===== config.mk =====
export PLATFORM = sky130hd
export DESIGN_NAME = mvp_ram
export DESIGN_NICKNAME = d
export VERILOG_FILES = /design/src/rtl/core/mvp_ram.sv
export SDC_FILE = /design/constraint.sdc
export NUM_CORES = 1
export LEC_CHECK = 0
export BUFFER_PORTS_ARGS = -buffer_cell sky130_fd_sc_hd__buf_2
export CELL_PAD_IN_SITES_DETAIL_PLACEMENT = 1
export CELL_PAD_IN_SITES_GLOBAL_PLACEMENT = 2
export CORE_ASPECT_RATIO = 1.25
export CORE_MARGIN = 5
export CORE_UTILIZATION = 30
export DETAILED_ROUTE_END_ITERATION = 6
export PLACE_DENSITY = 0.63
export RECOVER_POWER = 25
export SLEW_MARGIN = 20
export SYNTH_ARGS = -nofsm -noshare
export SYNTH_HDL_FRONTEND = slang
export SYNTH_SLANG_ARGS = --single-unit

===== constraint.sdc =====
create_clock -name clk_i -period 4.8 [get_ports clk_i]
set_clock_uncertainty 0.05 [all_clocks]
set_input_delay 0.48 -clock clk_i [delete_from_list [all_inputs] [get_ports clk_i]]
set_output_delay 0.48 -clock clk_i [all_outputs]
set_load 0.02 [all_outputs]

===== src/rtl/core/mvp_ram.sv =====
// ----------------------------------------------------------------------------
// Generic RAM
// Single write port and one read port with registered read data.
// ----------------------------------------------------------------------------
`default_nettype none

module mvp_ram #(
  parameter int Width = 32,
  parameter int Depth = 16,
  parameter int AddrW = (Depth > 1) ? $clog2(Depth) : 1
) (
  input  wire logic             clk_i,
  input  wire logic             we_i,
  input  wire logic [AddrW-1:0] waddr_i,
  input  wire logic [Width-1:0] wdata_i,
  input  wire logic [AddrW-1:0] raddr_i,
  output logic      [Width-1:0] rdata_o
);

  logic [Width-1:0] mem_q [Depth];

  always_ff @(posedge clk_i) begin
    if (we_i) begin
      mem_q[waddr_i] <= wdata_i;
    end
    rdata_o <= mem_q[raddr_i];
  end

endmodule

`default_nettype wire


[Word-level counts from Yosys, hierarchy flattened]
Memory sizes are Yosys's and may differ from the RTL's. A register that Yosys moved wholly into a read port is not among the register bits.
Cells that the tools add are included.
Word-level totals
  register bits: 0
  memory bits (writable): 512
  input bits: 42
  bits in latches: 0
  word-level logic and storage cells: 3
  memory bits (read-only): 0
  output and inout port bits: 32
  memories kept: 1
Operators by class
  shift operators: 0
  reduce and logical (&&, ||, !) cells: 0
  div/mod/pow operators: 0
  add/sub/neg operators: 0
  eq/ne operators: 0
  bitwise logic cells: 0
  multiplexer cells: 2
  $mul: 0
  order comparisons: 0
Memory list
  mem_q: words 16, width 32, rd ports 1, clocked after memory_dff 1, write ports 1, RTL line 20  | logic [Width-1:0] mem_q [Depth];
Operator list (number)
  1-bit 2-to-1 mux: 2

[Depth between registers and ports, before layout]
  word-level depth: 2
  mapped depth: 5

[Worst setup path after synthesis]
No wires, ideal clock.
  path kind: input to register
  start point: input waddr_i[2]
  end point: memory mem_q[0][0] (enable)
  data required time: 4.289 ns
  path slack: 1.090 ns
  data arrival time: 3.198 ns
  stages on the path: 2
  cell sequence: or3b_2 > nor3_1
RTL lines
  from (decl): RTL line 14  | input wire logic [AddrW-1:0] waddr_i,
  to (decl): RTL line 20
No word-level cell before the write port.

==> impl_table.tex <==
\begin{tabular}{lr}
\hline
Metric & Value \\
\hline
\multicolumn{2}{l}{\textbf{Pwr}} \\
\quad Cell leakage power & 0.00729 µW \\
\quad Worst supply voltage drop on vdd & 0.306 mV \\
\quad Power density over cell area & 437 nW/µm² \\
\multicolumn{2}{l}{\textbf{Timing}} \\
\quad Final Cycle Share & 45.3\% \\
\quad F\_max & 460 MHz \\
\quad Count of endpoints failing setup in the final report & 0 \\
\quad Post-layout min period & 2170 ps \\
\quad Setup repair after global routing missed its margin & false \\
\quad Worst Max-Slew Pin Slew & 1010 ps \\
\quad Count of final hold-check violations & 0 \\
\quad Max-Slew Margin vs Limit & 32.7\% \\
\quad Final slew viol count & 0 \\
\quad Total Negative Setup Slacks & 0 ps \\
\multicolumn{2}{l}{\textbf{Drt}} \\
\quad Residual antenna-violating net count after detailed routing & 0 \\
\quad DRC violation count after routing & 0 \\
\quad Via density per instance & 4.78 \\
\quad Overall via count from detail\_route & 8,861 \\
\quad Routed wire length & 46.4 mm \\
\quad Initial DRC count & 726 \\
\quad Detailed-routing iteration count for the pre-antenna-repair pass & 4 \\
\quad Routed WL per cell & 25.0 µm \\
\multicolumn{2}{l}{\textbf{Logic synthesis}} \\
\quad Post-synthesis share of cell area spent on and, or, nand and nor gates & 1.27\% \\
\quad Compound-gate portion of the synthesized area & 2.42\% \\
\quad Dominant combinational cell family by area after synthesis & multiplexers \\
\quad Area share of xor/xnor cells in the synthesized design & 0\% \\
\quad Most area-consuming cells after synthesis & sky130\_fd\_sc\_hd\_\_edfxtp\_1 77\%, sky130\_fd\_sc\_hd\_\_mux4\_2 15\%, sky130\_fd\_sc\_hd\_\_dfxtp\_1 3.2\% \\
\quad Sequential fraction of the synthesis area & 80.7\% \\
\quad Mapped Area & 19,900 µm² \\
\quad Synthesis Warnings & 0 \\
\quad Largest area contributor in the netlist & sky130\_fd\_sc\_hd\_\_edfxtp\_1 \\
\quad Mean post-synth cell area & 23.7 µm² \\
\quad Post-synthesis instance total & 838 \\
\quad Share of the synthesized area in the top cell type & 77.4\% \\
\quad Count of cell types in the netlist & 18 \\
\quad Mux contribution to synthesized area & 14.5\% \\
\quad Post-synthesis share of cell area spent on full adders, half adders and majority gates & 0\% \\
\quad Syn\_nets & 880 \\
\quad Number of storage elements in the synthesis netlist & 544 \\
\multicolumn{2}{l}{\textbf{Finish}} \\
\quad Layout overhead on the synthesized area & 16.9\% \\
\quad Number of nets in the layout & 993 \\
\quad Fillcell total & 6,359 \\
\quad Fraction of final layout cells sized beyond drive strength 1 & 31.0\% \\
\quad Layout Utilization & 35.3\% \\
\multicolumn{2}{l}{\textbf{Setup path}} \\
\quad Nature of the critical path startpoint & input port \\
\quad Critical path peak fanout & 62 \\
\quad CP arrival & 2580 ps \\
\quad Worst Reg-to-Reg Cells & 3 \\
\quad Required time of the critical path & 5200 ps \\
\quad Worst r2r dst & rdata\_o[19]\$\_DFF\_P\_ \\
\quad Crit path kind & in2reg \\
\quad Crit. End Element & register \\
\quad Reg2Reg Launch Point & mem\_q[3][19]\$\_DFFE\_PP\_ \\
\quad Worst reg2reg setup slack & 3370 ps \\
\multicolumn{2}{l}{\textbf{GRT}} \\
\quad Global-route wire length before repair & 68.6 mm \\
\quad Pin count of the biggest net entering global routing & 63 \\
\quad Global route overflow & 0 \\
\quad Vias in the first global route & 9,785 \\
\quad Gr usage total & 13.0\% \\
\quad Initial antenna violation count & 2 \\
\multicolumn{2}{l}{\textbf{Floorplan}} \\
\quad Floorplan die area & 71,500 µm² \\
\quad Core area & 65,700 µm² \\
\quad Ports placed on the boundary & 74 \\
\quad Chip Height & 298 µm \\
\quad Core Rows & 105 \\
\quad Die span in x & 240 µm \\
\quad Starting density of the core & 30.2\% \\
\multicolumn{2}{l}{\textbf{Worst hold path}} \\
\quad Destination of the worst hold path & mem\_q[6][27]\$\_DFFE\_PP\_ \\
\quad Hold Path Depth & 1 \\
\quad Hold\_sp & wdata\_i[27] \\
\quad Classification of the worst-slack hold path & in2reg \\
\multicolumn{2}{l}{\textbf{Clock tree}} \\
\quad Clk sink count & 544 \\
\quad Number of clock buffers inserted by TritonCTS & 52 \\
\quad Number of levels in the clock H-tree & 2 \\
\quad Clock-pin slew on the worst setup and hold paths & 60 ps \\
\quad TritonCTS clock tree & built \\
\quad Buffer count from post-CTS setup fixing & 0 \\
\quad Buffer cell driving the clock tree root & sky130\_fd\_sc\_hd\_\_clkbuf\_16 \\
\quad CTS Hold Bufs & 0 \\
\quad Buffer depth of the longest clock path & 3 \\
\quad Post-CTS resize count & 0 \\
\quad Clock Latency Late Sink & 580 ps \\
\multicolumn{2}{l}{\textbf{Flow run}} \\
\quad Total of max-cap violations & 0 \\
\multicolumn{2}{l}{\textbf{Placement}} \\
\quad Number of buffers added on ports & 73 \\
\quad HPWL reported at the end of detailed placement & 25.0 mm \\
\quad RD Place Congestion & 0.682 \\
\multicolumn{2}{l}{\textbf{Run status}} \\
\quad Result of the run & completed \\
\hline
\end{tabular}
-- placed cells by master, fill, tap and decap left out, types with 3 or more instances in the layout --
| cell | count |
|---|---|
| sky130_fd_sc_hd__clkbuf_1 | 38 |
| sky130_fd_sc_hd__bufinv_16 | 7 |
| sky130_fd_sc_hd__buf_2 | 48 |
| sky130_fd_sc_hd__nand2_1 | 33 |
| sky130_fd_sc_hd__buf_4 | 30 |
| sky130_fd_sc_hd__nor3_2 | 4 |
| sky130_fd_sc_hd__clkbuf_8 | 10 |
| sky130_fd_sc_hd__dfxtp_1 | 32 |
| sky130_fd_sc_hd__nor2_4 | 13 |
| sky130_fd_sc_hd__edfxtp_1 | 512 |
| sky130_fd_sc_hd__a22oi_1 | 64 |
| sky130_fd_sc_hd__clkinv_1 | 3 |
| sky130_fd_sc_hd__clkbuf_16 | 53 |
| sky130_fd_sc_hd__inv_6 | 3 |
| sky130_fd_sc_hd__clkinv_2 | 6 |
| sky130_fd_sc_hd__mux4_2 | 128 |
-- stage by stage --
stage               cell area, µm²  hold WS [ps]  power, µW  instances  worst slack, ps
floorplan                    19900           529       5730        838             1090
global placement             21400           607       5950       1753             1970
detailed placement           21400           608       5960       1753             1940
CTS                          23200           205      10300       1851             2540
global route                 23200           239      10500       1851             2370
finish                       23200           243      10100       1852             2630
-- power by group --
part	switching (µW)	internal, µW	leakage [µW]	total, µW
clock	1740	2560	0.000882	4300
combinational	313	186	0.00152	498
sequential	32.7	5310	0.00489	5340
-- registers in the layout (all words and copies together), names as in the netlist --
name	cells
mem_q	512
rdata_o	32
-- synth_stat cells --
| library cell | count |
|---|---|
| sky130_fd_sc_hd__buf_4 | 11 |
| sky130_fd_sc_hd__nand2b_1 | 2 |
| sky130_fd_sc_hd__clkbuf_1 | 17 |
| sky130_fd_sc_hd__nand3b_1 | 2 |
| sky130_fd_sc_hd__buf_1 | 9 |
| sky130_fd_sc_hd__or3b_2 | 1 |
| sky130_fd_sc_hd__edfxtp_1 | 512 |
| sky130_fd_sc_hd__dfxtp_1 | 32 |
| sky130_fd_sc_hd__buf_2 | 4 |
| sky130_fd_sc_hd__nor3_1 | 4 |
| sky130_fd_sc_hd__nand2_1 | 33 |
| sky130_fd_sc_hd__and2_1 | 1 |
| sky130_fd_sc_hd__nand3_1 | 1 |
| sky130_fd_sc_hd__mux4_2 | 128 |
| sky130_fd_sc_hd__nor2b_1 | 2 |
| sky130_fd_sc_hd__buf_6 | 2 |
| sky130_fd_sc_hd__nor2_1 | 13 |
| sky130_fd_sc_hd__a22oi_1 | 64 |
-- area by class of cell --
cell class,instances,area (µm²),share of cell area [%]
repair buffers,102,566,2.44
diodes,1,2.50,0.0108
flip-flops and latches,544,16000,69.0
clock buffers,77,1510,6.49
clock inverters,21,297,1.28
well taps,856,1070,4.62
multi-input cells,251,3750,16.2
-- worst max path at each step --
stage	from	to	slack, ps	cells after the start
floorplan	waddr_i[2]	mem_q[0][0]$_DFFE_PP_	1090	2
global placement	raddr_i[0]	rdata_o[4]$_DFF_P_	1970	5
detailed placement	raddr_i[0]	rdata_o[5]$_DFF_P_	1940	5
CTS	raddr_i[0]	rdata_o[4]$_DFF_P_	2540	5
global route	raddr_i[0]	rdata_o[4]$_DFF_P_	2370	5
finish	raddr_i[0]	rdata_o[5]$_DFF_P_	2630	5
-- worst max-delay path, cell delays in order --
cell and delay [ps]:
sky130_fd_sc_hd__clkbuf_8 620, sky130_fd_sc_hd__buf_4 570, sky130_fd_sc_hd__mux4_2 570, sky130_fd_sc_hd__a22oi_1 210, sky130_fd_sc_hd__nand2_1 90
-- per-layer routing --
metal	up-vias	GRT usage [%]	share of wire, %
met5	-	0	0
met4	0	2.73	1.5
met3	49	2.34	4.6
met2	193	21.8	51
met1	4820	17.7	43
li1	3799	-	-
-- cell families (layout without fill, tap and decap cells) --
kind of cell           after synthesis  in the layout
other                                0              1
multiplexers                       128            128
buffers and inverters               43            200
AO/OA/AOI/OAI                       64             64
flip-flops                         544            544
AND/OR/NAND/NOR                     59             59
No activity file was read; power rests on OpenSTA's default activity.
