--- config.mk ---
export PLATFORM = sky130hd
export DESIGN_NAME = mvp_cell
export DESIGN_NICKNAME = d
export VERILOG_FILES = /design/src/rtl/core/mvp_pkg.sv /design/src/rtl/core/mvp_ram.sv /design/src/rtl/core/mvp_cell.sv
export SDC_FILE = /design/constraint.sdc
export NUM_CORES = 2
export LEC_CHECK = 0
export BUFFER_PORTS_ARGS = -buffer_cell sky130_fd_sc_hd__buf_2
export CORE_MARGIN = 5
export CORE_UTILIZATION = 49
export CTS_CLUSTER_DIAMETER = 50
export DETAILED_ROUTE_END_ITERATION = 8
export PLACE_DENSITY = 0.69
export REMOVE_ABC_BUFFERS = 1
export SLEW_MARGIN = 40
export SYNTH_ARGS = -nofsm -noshare
export SYNTH_HDL_FRONTEND = slang
export SYNTH_SLANG_ARGS = --single-unit
export TNS_END_PERCENT = 1
--- constraint.sdc ---
create_clock -name clk_i -period 9.7 [get_ports clk_i]
set_clock_uncertainty 0.05 [all_clocks]
set_input_delay 0.485 -clock clk_i [delete_from_list [all_inputs] [get_ports clk_i]]
set_output_delay 0.485 -clock clk_i [all_outputs]
set_load 0.03 [all_outputs]
--- src/rtl/core/mvp_pkg.sv ---
// ----------------------------------------------------------------------------
// Matrix-vector product package
// Shared widths, codes and the token that runs along the chain of row cells.
// ----------------------------------------------------------------------------
`default_nettype none

package mvp_pkg;

  localparam int DataW    = 32;
  localparam int ProdW    = 64;
  localparam int AccW     = 68;
  localparam int FracW    = 16;
  localparam int IdxW     = 4;
  localparam int CountW   = 5;
  localparam int ActW     = 2;
  localparam int CfgIdxW  = 1;
  localparam int CountLim = 16;

  localparam int MaxRowsDef = 16;
  localparam int MaxColsDef = 16;

  localparam logic [ActW-1:0] ACT_LOAD_MATRIX = 2'd0;
  localparam logic [ActW-1:0] ACT_LOAD_VECTOR = 2'd1;
  localparam logic [ActW-1:0] ACT_COMPUTE     = 2'd2;

  localparam logic [CfgIdxW-1:0] REG_ROWS = 1'b0;
  localparam logic [CfgIdxW-1:0] REG_COLS = 1'b1;

  localparam logic [CountW-1:0] CountReset = 5'd16;

  typedef struct packed {
    logic                    valid;
    logic [IdxW-1:0]         col;
    logic signed [DataW-1:0] x;
    logic                    first;
    logic                    last;
  } token_t;

endpackage

`default_nettype wire

--- src/rtl/core/mvp_ram.sv ---
// ----------------------------------------------------------------------------
// Generic RAM
// Single write port and one read port with registered read data.
// ----------------------------------------------------------------------------
`default_nettype none

module mvp_ram #(
  parameter int Width = 32,
  parameter int Depth = 16,
  parameter int AddrW = (Depth > 1) ? $clog2(Depth) : 1
) (
  input  wire logic             clk_i,
  input  wire logic             we_i,
  input  wire logic [AddrW-1:0] waddr_i,
  input  wire logic [Width-1:0] wdata_i,
  input  wire logic [AddrW-1:0] raddr_i,
  output logic      [Width-1:0] rdata_o
);

  logic [Width-1:0] mem_q [Depth];

  always_ff @(posedge clk_i) begin
    if (we_i) begin
      mem_q[waddr_i] <= wdata_i;
    end
    rdata_o <= mem_q[raddr_i];
  end

endmodule

`default_nettype wire

--- src/rtl/core/mvp_cell.sv ---
// ----------------------------------------------------------------------------
// Matrix-vector product row cell
// Holds one matrix row, multiplies it by the passing vector elements and
// accumulates the exact dot product; the token moves on to the next cell.
// ----------------------------------------------------------------------------
`default_nettype none

module mvp_cell #(
  parameter int ColDepth = 16,
  parameter int AddrW    = (ColDepth > 1) ? $clog2(ColDepth) : 1
) (
  input  wire logic                              clk_i,
  input  wire logic                              rst_ni,
  input  wire logic                              we_i,
  input  wire logic [mvp_pkg::IdxW-1:0]          wcol_i,
  input  wire logic [mvp_pkg::DataW-1:0]         wdata_i,
  input  wire mvp_pkg::token_t                   token_i,
  output mvp_pkg::token_t                        token_o,
  output logic                                   done_o,
  output logic signed [mvp_pkg::AccW-1:0]        acc_o
);

  mvp_pkg::token_t                     token_q;
  logic [mvp_pkg::DataW-1:0]           entry;
  logic signed [mvp_pkg::ProdW-1:0]    prod_q;
  logic                                prod_v_q;
  logic                                prod_first_q;
  logic                                prod_last_q;
  logic signed [mvp_pkg::AccW-1:0]     prod_ext;
  logic signed [mvp_pkg::AccW-1:0]     acc_d;
  logic signed [mvp_pkg::AccW-1:0]     acc_q;
  logic                                done_q;

  mvp_ram #(
    .Width (mvp_pkg::DataW),
    .Depth (ColDepth),
    .AddrW (AddrW)
  ) u_row_ram (
    .clk_i   (clk_i),
    .we_i    (we_i),
    .waddr_i (AddrW'(wcol_i)),
    .wdata_i (wdata_i),
    .raddr_i (AddrW'(token_i.col)),
    .rdata_o (entry)
  );

  assign prod_ext = {{(mvp_pkg::AccW - mvp_pkg::ProdW){prod_q[mvp_pkg::ProdW-1]}}, prod_q};

  always_comb begin
    acc_d = acc_q;
    if (prod_v_q) begin
      acc_d = prod_first_q ? prod_ext : acc_q + prod_ext;
    end
  end

  always_ff @(posedge clk_i or negedge rst_ni) begin
    if (!rst_ni) begin
      token_q  <= '0;
      prod_v_q <= 1'b0;
      done_q   <= 1'b0;
    end else begin
      token_q  <= token_i;
      prod_v_q <= token_q.valid;
      done_q   <= prod_v_q && prod_last_q;
    end
  end

  always_ff @(posedge clk_i) begin
    prod_q       <= $signed(entry) * token_q.x;
    prod_first_q <= token_q.first;
    prod_last_q  <= token_q.last;
    acc_q        <= acc_d;
  end

  assign token_o = token_q;
  assign done_o  = done_q;
  assign acc_o   = acc_q;

endmodule

`default_nettype wire

# Word-level counts from Yosys, hierarchy flattened
# Memories as Yosys holds them, arrays and structs flattened. A register that Yosys moved wholly into a read port is not among the register bits.
# Cells that the tools add are included.
[word_totals] reg_bits=175 ramBits=512 wordCells=18 n_memories=1
[mem_list] memory="u_row_ram.mem_q" words=16 width=32 rd=1 rd_ports_with_merged_regs=1 write_ports=1 line_no="mvp_ram.sv:20" text="logic [Width-1:0] mem_q [Depth];"
[op_classes] n_addsub=1 multipliers=1 n_mux=3 n_reduce_logical=1
[op_table] op="adder 68 x 64 -> 68 bit" n=1
[op_table] op="two-way mux 68 bit" n=1
[op_table] op="multiplier 32 x 32 -> 64 bit" n=1
[op_table] op="two-way mux 1 bit" n=2
[op_table] op="logical AND 1 bit" n=1

# Logic depth before layout (Yosys ltp)
[depth] ltp_word=2 ltp_mapped=28

# Hierarchy
# A second synthesis with hierarchy kept.
[unflattened] hier_cells=5596 hier_area_um2=65011.1
[by_module_without_submodules] mod="mvp_cell" n_inst=1 cells_each=4758 area_each_um2=45157.1 seq_area_each_um2=4389.2
[by_module_without_submodules] mod="mvp_ram" n_inst=1 cells_each=838 area_each_um2=19854.0 seq_area_each_um2=16015.4

# Worst setup path after synthesis
# Ideal clock, no wire load.
[synth_timing] kind="flip-flop to flip-flop" startpoint="register token_q, in the netlist token_o[4]" endpoint="register prod_q[63] in the netlist's numbering" setup_ns=0.121 t_arrival_ns=7.654 required_time_ns=9.529 path_slack_ns=1.875 path_stages_with_launch=24 path_buffers=1 synth_period_minus_slack_ns=7.825 path_cell_list="dfrtp_1 > clkbuf_1 > nand2_1 > inv_1 > fa_1 > fa_1 > fa_1 > fa_1 > inv_1 > fa_1 > inv_1 > fa_1 > fa_1 > fa_1 > ha_1 > nand2_1 > nor2_1 > nand3_1 > o221a_2 > o31ai_4 > a41o_1 > a31oi_1 > o21a_1 > xnor2_1"
[synth_via] elab_chain_cells=1
[synth_lines] element="start: declaration" line_no="mvp_cell.sv:23" text="mvp_pkg::token_t token_q;"
[synth_lines] element="start signal: assignment" line_no="mvp_cell.sv:62" text="token_q <= token_i;"
[synth_lines] element="multiplier 32 x 32 -> 64 bit" line_no="mvp_cell.sv:69" text="prod_q <= $signed(entry) * token_q.x;"
[synth_lines] element="end signal: assignment" line_no="mvp_cell.sv:69"
[synth_lines] element="end: declaration" line_no="mvp_cell.sv:25" text="logic signed [mvp_pkg::ProdW-1:0] prod_q;"
# No other way between the ends.
# A chain may end at the register's enable or synchronous reset.

# Final worst setup path
[layout_timing] startpoint="register token_q, in the netlist token_o[9]" endpoint="register prod_q[62] in the netlist's numbering"
# The elaborated chain is that of the path after synthesis.

==> flow_metrics.py <==
metrics = {
    "sta": {
        "fmaxAchievable_ghz": 0.116,
        "fin_tns_setup_ns": 0,
        "final-hold-violation-count": 0,
        "slew_violations": 0,
        "fin_crit_sh_pct": 88.8,
        "max_slew_margin_pct": 39.8,
        "setup_viol": 0,
        "rsz0062_at_grt": "no",
        "finalCriticalPeriod_ns": 8.62,
        "worst_slew_pin_slew_ns": 0.902,
    },
    "cells_and_area": {
        "nets": 7109,
        "drive_above_1_share_pct": 11.3,
        "multi_input_area_um2": 40200,
        "n_fill_cell": 11261,
        "seq_area_um2": 20400,
        "fin_util_pct": 53.7,
        "area_growth_pct": 9.18,
    },
    "place": {
        "globalplace.congestion": 0.932,
        "dp_hpwl_um": 123000,
        "io_buffers": 185,
    },
    "clocking": {
        "numCtsBuffers": 83,
        "cts_sinks": 719,
        "cts_setup_buffers": 0,
        "clk_pin_slew_ns": 0.06,
        "cts_hold_buffers": 36,
        "clock-root-buffer": "clkbuf_16",
        "worstSkewPairLatency_ns": 0.70,
        "cts_tree": "done",
        "clockBufferDepth": 3,
        "ctsResizeCount": 0,
        "htreeDepth": 3,
    },
    "routing": {
        "wl_met2_um": 77300,
        "wl_met3_um": 16000,
        "top_layer": "met5",
        "remaining_drc_errors": 0,
        "vias": 41807,
        "drt_wl_total_um": 166000,
        "m1WireLength_um": 68900,
        "wl_per_cell_um": 22.0,
        "antenna_left": 0,
        "drt_iter0_markers": 3626,
        "via_per_inst": 5.55,
        "first_pass_iters": 5,
    },
    "floorplan": {
        "core_area_um2": 133000,
        "die_h_um": 376,
        "pin_count": 186,
        "num_rows": 134,
        "die_w_um": 376,
        "start_util_pct": 49.2,
        "die-area_um2": 141000,
    },
    "setup_path": {
        "worstReg2RegEnd": "prod_q[62]",
        "start_kind": "register",
        "reg2regPathDepth": 25,
        "cp-end-kind": "register",
        "path_class": "reg2reg",
        "critPathMaxFanout": 14,
        "arrival_ns": 9.14,
        "r2r_start": "token_o[9]",
        "rrSetupSlack_ns": 1.08,
        "required_ns": 10.23,
    },
    "yosys": {
        "synth.largest_area_cell": "fa_1",
        "yosysMostFrequentCell": "fa_1",
        "synthFlopType": "edfxtp_1",
        "yosys-top-cells-area": "fa_1 (33%), edfxtp_1 (27%), inv_1 (5.8%)",
        "netlist_area_um2": 65500,
        "synth_edf_count": 580,
        "yosysWarnings": 0,
        "synthTopCellsByCount": "fa_1 (1083), inv_1 (1006), nand2_1 (626)",
        "synth_cells": 5590,
        "async_flop_share_pct": 5.70,
        "seq_area_frac_synth_pct": 31.2,
        "syn_area_per_cell_um2": 11.7,
        "synthDistinctLibCells": 92,
        "ys_ff_latch": 719,
        "synth_top_area_share_pct": 33.1,
    },
    "worst_hold_path": {
        "min_from": "wdata_i[22]",
        "hold_path_depth": 1,
        "worstHoldPathType": "in2reg",
        "min_to": "u_row_ram.mem_q[0][22]",
    },
    "grt": {
        "grt_usage_pct": 24.0,
        "overflow": 0,
        "grt_pass1_vias": 44654,
        "grt_antenna_before_repair": 9,
        "grt_pass1_wl_um": 262000,
        "grt_max_degree": 72,
    },
    "run": {
        "drv_cap": 0,
    },
    "outcome": {
        "status": "finished clean",
    },
}
## through the flow
stage / std cells / area, um2 / hold WS (ns) / setup WS, ns
3_5_place_dp: 7343 / 68300 / 0.304 / 1.10
2_1_floorplan: 5297 / 64300 / 0.139 / 1.69
4_1_cts: 7531 / 71400 / 0.0373 / 1.08
3_3_place_gp: 7342 / 68200 / 0.306 / 1.10
6_report: 7536 / 71500 / 0.0924 / 1.08
5_1_grt: 7532 / 71500 / 0.0484 / 0.571
## worst max path at each step
stage | slack (ns) | to | startpoint | cells past startpoint
after floorplan | 1.69 | prod_q[63] | token_o[4] | 22
after global placement | 1.10 | prod_q[62] | token_o[2] | 23
final | 1.08 | prod_q[62] | token_o[9] | 25
after detailed placement | 1.10 | prod_q[62] | token_o[9] | 25
after global routing | 0.57 | prod_q[62] | token_o[9] | 25
after CTS | 1.08 | prod_q[62] | token_o[9] | 25
## metal layers
| metal | GRT usage, % | vias to the layer above |
|---|---|---|
| met4 | 5.22 | 8 |
| met1 | 33.4 | 21683 |
| li1 | - | 18021 |
| met2 | 38.4 | 1824 |
| met3 | 6.30 | 271 |
| met5 | 0 | - |
## placed cells by master (no fill, tap or decap), drive strengths merged, types with 5 or more instances in the layout
master	instances
fa	1083
inv	1019
nand2	627
edfxtp	580
and2	526
buf	278
ha	251
mux4	160
a21oi	153
o21ai	146
clkbuf	102
dfxtp	98
nor2	94
xnor2	88
a21o	54
xor2	45
dfrtp	41
dlygate4sd3	36
nand3	35
clkinv	33
nand4	30
o21bai	29
nand2b	26
nor3	23
a31oi	22
and3	20
o211ai	16
a211oi	16
o21a	14
nor2b	12
o31ai	12
a41oi	7
and4	6
o22ai	5
a21boi	5
## worst max-delay path: stages, from the launching register on
cell and delay, ns:
dfrtp_1 0.63, buf_4 0.27, and2_1 0.17, fa_1 0.41, inv_1 0.23, fa_1 0.45, inv_1 0.20, fa_1 0.50
fa_1 0.91, inv_1 0.36, fa_1 0.57, inv_1 0.06, fa_1 0.57, fa_1 0.44, fa_1 0.47, ha_1 0.40
nand2_1 0.11, nor2_1 0.21, nand3_1 0.11, nor3_1 0.15, o21ai_0 0.12, o211ai_1 0.16, a21oi_1 0.14, o211ai_1 0.32
o211ai_1 0.14, o311a_1 0.31
## area by class of cell
class | instances | share of cell area [%]
multi-input combinational | 3572 | 56.3
antenna | 4 | 0.0140
timing repair buffer | 315 | 2.86
inverter | 1006 | 5.28
clock buffer | 101 | 3.12
tap | 1768 | 3.10
clock inverter | 51 | 0.774
sequential | 719 | 28.6
## cells by family after synthesis
group                    after synthesis  synth area share [%]
multiplexers                         163                  5.56
AO/OA/AOI/OAI                        522                  5.17
flip-flops                           719                  31.2
adder cells (fa/ha/maj)             1334                  37.9
AND/OR/NAND/NOR                     1420                  10.8
XOR/XNOR                             133                  1.78
buffers and inverters               1299                  7.58
## state kept, by name, summed over array words and instances (netlist names)
register,cells
u_row_ram.mem_q,512
acc_o,68
prod_q,64
token_o,39
u_row_ram.rdata_o,32
done_o,1
prod_first_q,1
prod_last_q,1
prod_v_q,1
Power is not shown: default switching activity piles up to over one toggle a cycle in this logic, so the estimate is an artifact.
